[config.mk]
export PLATFORM = sky130hd
export DESIGN_NAME = ishear_div
export DESIGN_NICKNAME = d
export VERILOG_FILES = /design/src/ishear_pkg.sv /design/src/ishear_div.sv
export SDC_FILE = /design/constraint.sdc
export NUM_CORES = 1
export LEC_CHECK = 0
export BUFFER_PORTS_ARGS = -buffer_cell sky130_fd_sc_hd__buf_2
export CAP_MARGIN = 0
export CORE_ASPECT_RATIO = 1.75
export CORE_MARGIN = 5
export CORE_UTILIZATION = 35
export DETAILED_ROUTE_END_ITERATION = 10
export HOLD_SLACK_MARGIN = 0.12
export PLACE_DENSITY = 0.56
export SYNTH_ARGS = -nofsm -noshare
export SYNTH_HDL_FRONTEND = slang
export SYNTH_SLANG_ARGS = --single-unit
[constraint.sdc]
create_clock -name clk -period 3.2 [get_ports clk]
set_input_delay 0 -clock clk [delete_from_list [all_inputs] [get_ports clk]]
set_output_delay 0 -clock clk [all_outputs]
set_load 0.005 [all_outputs]
[src/ishear_pkg.sv]
// ----------------------------------------------------------------------------
// ishear_pkg
// Types and constants for the shear inverse mapper.
// ----------------------------------------------------------------------------
package ishear_pkg;

	localparam int MaxWidth  = 256;
	localparam int MaxHeight = 256;
	localparam int ColW = $clog2(MaxWidth);
	localparam int RowW = $clog2(MaxHeight);
	localparam int AddrW = ColW + RowW;

	// Numerator and denominator widths (magnitudes)
	localparam int NumW = 42;
	localparam int DenW = 34;
	// Quotient bits needed: quotient < lim <= 256, test decides before use
	localparam int QW = 9;

	localparam logic [1:0] RegWidth  = 2'd0;
	localparam logic [1:0] RegHeight = 2'd1;
	localparam logic [1:0] RegShearX = 2'd2;
	localparam logic [1:0] RegShearY = 2'd3;

	localparam logic FuncWrite = 1'b0;
	localparam logic FuncRead  = 1'b1;

	typedef struct packed {
		logic       func;
		logic [7:0] row;
		logic [7:0] col;
		logic [7:0] pixel_in;
	} req_t;

	typedef struct packed {
		logic [7:0] pixel_out;
		logic       mapped;
	} res_t;

	typedef enum logic [2:0] {
		ST_IDLE,
		ST_MUL,
		ST_NUM,
		ST_DIV,
		ST_READ,
		ST_OUT
	} state_t;

	// Status passed from the divider to the control
	typedef struct packed {
		logic           done;
		logic           ok;
		logic [QW-1:0]  quot;
	} div_stat_t;

endpackage

[src/ishear_div.sv]
// ----------------------------------------------------------------------------
// ishear_div
// Restoring divider with range test: checks 0 <= num/den < lim, gives floor.
// ----------------------------------------------------------------------------
module ishear_div (
	input  logic                      clk,
	input  logic                      arst_n,
	input  logic                      go,
	input  logic                      num_neg,
	input  logic [ishear_pkg::NumW-1:0] num_mag,
	input  logic                      den_neg,
	input  logic [ishear_pkg::DenW-1:0] den_mag,
	input  logic [8:0]                lim,
	output ishear_pkg::div_stat_t     stat
);
	import ishear_pkg::*;

	localparam int RemW = DenW + 1;
	localparam int CntW = $clog2(QW + 1);

	logic [NumW-1:0] num_q;
	logic [DenW-1:0] den_q;
	logic [RemW-1:0] rem_q;
	logic [QW-1:0]   quot_q;
	logic [CntW-1:0] cnt_q;
	logic            busy_q;
	logic            ok_q;
	logic            done_q;
	logic [RemW-1:0] trial;
	logic [RemW-1:0] diff;

	// Quotient bits above QW imply num >= 512*den, which fails the range test
	logic [NumW+8:0] lim_prod;
	assign lim_prod = den_mag * lim;

	// Shift in one numerator bit per cycle; the low QW bits form the quotient
	assign trial = {rem_q[DenW-1:0], num_q[NumW-1]};
	assign diff  = trial - {1'b0, den_q};

	always_ff @(posedge clk or negedge arst_n) begin
		if (!arst_n) begin
			busy_q <= 1'b0;
			done_q <= 1'b0;
			ok_q   <= 1'b0;
			cnt_q  <= '0;
		end else begin
			done_q <= 1'b0;
			if (go) begin
				// sign and bound test on the exact quotient
				ok_q <= !((num_mag != '0) && (num_neg != den_neg)) &&
					({9'd0, num_mag} < lim_prod);
				busy_q <= 1'b1;
				cnt_q  <= '0;
			end else if (busy_q) begin
				cnt_q <= cnt_q + 1'b1;
				if (cnt_q == CntW'(QW - 1)) begin
					busy_q <= 1'b0;
					done_q <= 1'b1;
				end
			end
		end
	end

	// Datapath: pre-load the remainder with the high numerator bits
	always_ff @(posedge clk) begin
		if (go) begin
			rem_q  <= RemW'(num_mag >> QW);
			num_q  <= num_mag << (NumW - QW);
			den_q  <= den_mag;
			quot_q <= '0;
		end else if (busy_q) begin
			if (!diff[RemW-1]) begin
				rem_q  <= diff;
				quot_q <= {quot_q[QW-2:0], 1'b1};
			end else begin
				rem_q  <= trial;
				quot_q <= {quot_q[QW-2:0], 1'b0};
			end
			num_q <= num_q << 1;
		end
	end

	assign stat.done = done_q;
	assign stat.ok   = ok_q;
	assign stat.quot = quot_q;

endmodule

* Word-level counts from Yosys, hierarchy flattened *
Index checks and enable logic that the tools add are counted.

operators by class
  add/sub/neg operators = 2
  multipliers = 1
  magnitude comparators = 1
  eq/ne operators = 2
  muxes and demuxes = 14
  reduce and logical (&&, ||, !) cells = 5

operator list
  operator                                      count
  two-way mux 42 bit                            2
  two-way mux 33 bit                            2
  less-than comparator 42 x 43 -> 1 bit         1
  multiplier 34 x 9 -> 43 bit                   1
  nonzero test 42 bit                           1
  subtractor 35 x 34 -> 35 bit                  1
  two-way mux 34 bit                            1
  two-way mux 4 bit                             2
  two-way mux 1 bit                             7
  adder 4 x 1 -> 4 bit (second input constant)  1
  == test 4 bit (second input constant)         1
  logical AND 1 bit                             2
  nonzero test 2 bit                            1
  zero test 1 bit                               1
  inequality test 1 bit                         1

storage, ports and cells
  bits in registers = 93
  bits of input ports = 90
  output and inout bits = 11
  logic and storage cells = 34

* Longest topological paths before layout *
  depth after elaboration = 4
  depth in mapped cells = 31

* Least setup slack after synthesis *
No wires, ideal clock.

  path kind = input to register
  from = in lim[2]
  to = reg ok_q
  setup time = 78 ps
  arrival time = 6689 ps
  required time = 3122 ps
  setup slack = -3566 ps
  stages = 30
  path buffers = 2
  path through = clkbuf_1 > clkbuf_1 > nand2_1 > fa_1 > inv_1 > fa_1 > fa_1 > inv_1 > fa_1 > inv_1 > ha_1 > and3_1 > and3_1 > a31o_2 > a21oi_1 > a211oi_1 > o21a_1 > o21ai_0 > or4b_2 > o311a_1 > ha_1 > a21o_1 > a21o_1 > a21o_1 > a21o_1 > a211oi_1 > o211ai_1 > o21ai_0 > a211oi_1 > o2bb2ai_1

between the ends
  word-level cells in the longest chain between the ends = 3

ends and longest elaborated chain
  what                                   line              text
  start: declaration                     ishear_div.sv:13  input logic [8:0] lim,
  multiplier 34 x 9 -> 43 bit            ishear_div.sv:34  assign lim_prod = den_mag * lim;
  less-than comparator 42 x 43 -> 1 bit  ishear_div.sv:51  ({9'd0, num_mag} < lim_prod);
  logical AND 1 bit                      ishear_div.sv:50  ok_q <= !((num_mag != '0) && (num_neg != den_neg)) &&
  end signal: assignment                 ishear_div.sv:50
  end: declaration                       ishear_div.sv:27  logic ok_q;

Every way passes these cells.
A chain may end at the register's enable or synchronous reset.

* Worst setup path in the final report *
  from = in lim[5]
  to = reg ok_q

The elaborated chain is that of the path after synthesis.

==> results.md <==
- Status: complete, but fails checks
- Failing checks: setup timing
- Mapped Cells: 1,838
- Worst vdd ir: between 0.0005 and 0.0006 V
- Die H: between 200 and 300 µm
- Ys async rst share: 7.527%
- Seq. cell area: 2658 µm²
- N_diodes: 0
- Fin crit share: 179.6%
- Post-synth EDFFs: 76
- Routed len/inst: roughly 18 µm
- GRT Total Usage: 20.23%
- Synthesis-stage register bit count: 93
- Vias in the first global route: 15,710
- Fillers: 4,401
- Clock sink count: 93
- Initial antenna violation count: 0
- Fin crit period: 5.749 ns
- DP HPWL: 40.85 mm
- Fin. max-slew vios: 0
- Placeable Area: 46,640 µm²
- Met2 routed WL: roughly 28 mm
- Met3 Wirelength: ~1.2 mm
- Top_reg_cell synth: edfxtp_1
- Worst stage delay on the critical path: 0.57 ns
- Root Driver: clkbuf_16
- Synth Cell Area: between 15,000 and 20,000 µm²
- Register area share after synthesis: 16.22%
- Crit end category: flop
- FMAX: 0.1740 GHz
- Netlist cell types: 71
- Rel. slew slack: 45.36%
- Clock buffer count from CTS: 9
- Area of the multi-input gates: 12,930 µm²
- TritonCTS clock tree: built
- Setup TNS: -7.381 ns
- Hold Violations, Final: 0
- CP Data Required Time: ~3.5 ns
- Slack of the critical path: -2.549 ns
- Post-Route WL: between 50 and 60 mm
- Crit path DAT: 6.05 ns
- H-tree depth: 3
- Largest net degree at the start of global routing: 70
- Layout cells sized above 1: between 20% and 30%
- Leakage: 10.52 nW
- Final setup fails: 35
- Pre-CTS worst setup slack: -3.391 ns
- Vias: 14,290
- Clock Latency Late Sink: 0.38 ns
- DRT iter0 DRCs: 540
- Std cell rows: 105
- Starting Density: between 30% and 40%
- Unrepaired setup endpoints after global routing: yes
- Maxcap violations: 0
- Reg clk slew, reported paths: 0.08 ns
- Skew final: between 0.015 and 0.02 ns
- First-pass GRT wire length: 82.68 mm
- DR top layer: met4
- Final net count: around 2,700
- Die area: 51,420 µm²
- Design Power: 22.35 mW
- I/O Buffers: 100
- Worst slew pin tran: between 0.8 and 0.9 ns
- Yosys warnings: 0
- Number of vias per cell: between 5 and 6
- Avg Cell Area, Syn: 8.916 µm²
- DR DRC count: 0
- Final RePlAce weighted congestion: 0.9065
- Crit-path max FO: 20
- Post-route ant nets: 0
- CP startpoint kind: input pin
- Area Overhead vs Synth: 31.81%
- Worst-case clock buffer depth: 2
- Critical-path top delay cell: fa_1
- Ports: 101
- Hold/Removal Path Class: in2reg
- CP Class: in2reg
- Pwr/cell area: 1035 nW/µm²
- Met1 WL: around 20 mm
- Grt total ovfl: 0
- Syn_nets: 2,294
- Pre-antenna DRT Iters: 7
- Die Wd: between 150 and 200 µm
## final timing paths
check	cells past startpoint	end	start	slack, ns
min	3	rem_q[28]	num_mag[37]	0.12
max in group asynchronous	3	ok_q	arst_n	2.33
min in group asynchronous	3	cnt_q[1]	arst_n	0.59
min reg2reg	2	quot_q[8]	quot_q[8]	0.52
max reg2reg	13	rem_q[27]	den_q[0]	-0.24
max	29	ok_q	lim[5]	-2.55
## synthesized netlist by cell type (all sizes together), types with 17 or more instances
library cell / instances / area (µm²)
a21o: 39 / 292.8
a21oi: 72 / 364.1
and2: 192 / 1204
clkbuf: 64 / 240.2
edfxtp: 76 / 2282
fa: 226 / 4524
ha: 140 / 1752
inv: 330 / 1239
nand2: 194 / 728.2
nand4: 38 / 237.7
nor2: 57 / 214.0
nor3: 17 / 85.08
o21a: 20 / 150.1
o21ai: 55 / 279.0
o311ai: 23 / 216.5
xnor2: 28 / 245.2
xor2: 31 / 271.5
## report_power, final
group / internal [mW] / switching, mW / total (mW)
Combinational: 9.64 / 9.69 / 19.3
Clock: 0.589 / 0.569 / 1.16
Sequential: 1.68 / 0.192 / 1.87
## cell type report
type / count / share of cell area [%]
sequential: 93 / 12.30
multi-input combinational: 1343 / 59.86
clock inverter: 6 / 0.2259
tap: 588 / 3.406
timing repair buffer: 453 / 17.29
clock buffer: 10 / 1.159
inverter: 331 / 5.752
## metrics by stage
step	std cells	cell area [µm²]	hold slack, ns	utilization (%)
4_1_cts	2816	21340	0.1213	45.76
3_3_place_gp	2702	19570	-0.1459	41.95
3_5_place_dp	2702	19570	-0.1449	41.95
5_1_grt	2824	21600	0.1409	46.31
6_report	2824	21600	0.1242	46.31
2_1_floorplan	1838	16840	-0.2956	-
## cells in the final DEF, fill, tap and decap left out, types with 28 or more instances in the layout
master         instances
xor2_1                31
buf_4                249
inv_1                323
nand2_1              186
and2_1               181
a21o_1                39
nor2_1                54
a21oi_1               66
xnor2_1               28
nand4_1               38
dlygate4sd3_1         76
o21ai_0               45
ha_1                 124
buf_2                 86
edfxtp_1              76
fa_1                 224
## worst max-delay path: cells and delay by family
kind	cells	cell delay, ns
adders and majority gates	6	2.47
and+or+nand+nor	3	0.72
AOI/OAI and AO/OA	16	2.39
buffers and inverters	4	0.44
## flip-flops by register name, summed over array words and instances, names as in the netlist
register  cells
rem_q        34
done_q        1
busy_q        1
quot_q        9
cnt_q         4
ok_q          1
den_q        34
num_q         9
## what timing repair did
| item | in CTS | in global routing |
|---|---|---|
| gates resized for setup | 95 | 32 |
| gates cloned | 9 | 0 |
| hold buffers | 75 | 1 |
| hold endpoints to repair | 79 | 1 |
| buffers inserted | 14 | 7 |
| setup endpoints to repair | 35 | 36 |
| pin swaps | 69 | 31 |
## logic make-up after synthesis
family          after synthesis  share of synthesized area (%)
fa+ha+maj                   366                          38.30
xor+xnor                     59                          3.153
flops                        93                          16.22
simple gates                580                          18.23
mux                          19                          1.229
compound gates              316                          13.35
buf+inv                     405                          9.521
## layer usage
| layer | track usage, % | vias to the layer above |
|---|---|---|
| met5 | 0 | - |
| met4 | 10.29 | 0 |
| met1 | 22.41 | 7085 |
| met2 | 38.59 | 261 |
| li1 | - | 6844 |
| met3 | 1.658 | 101 |
No activity file was read; power rests on OpenSTA's default activity.
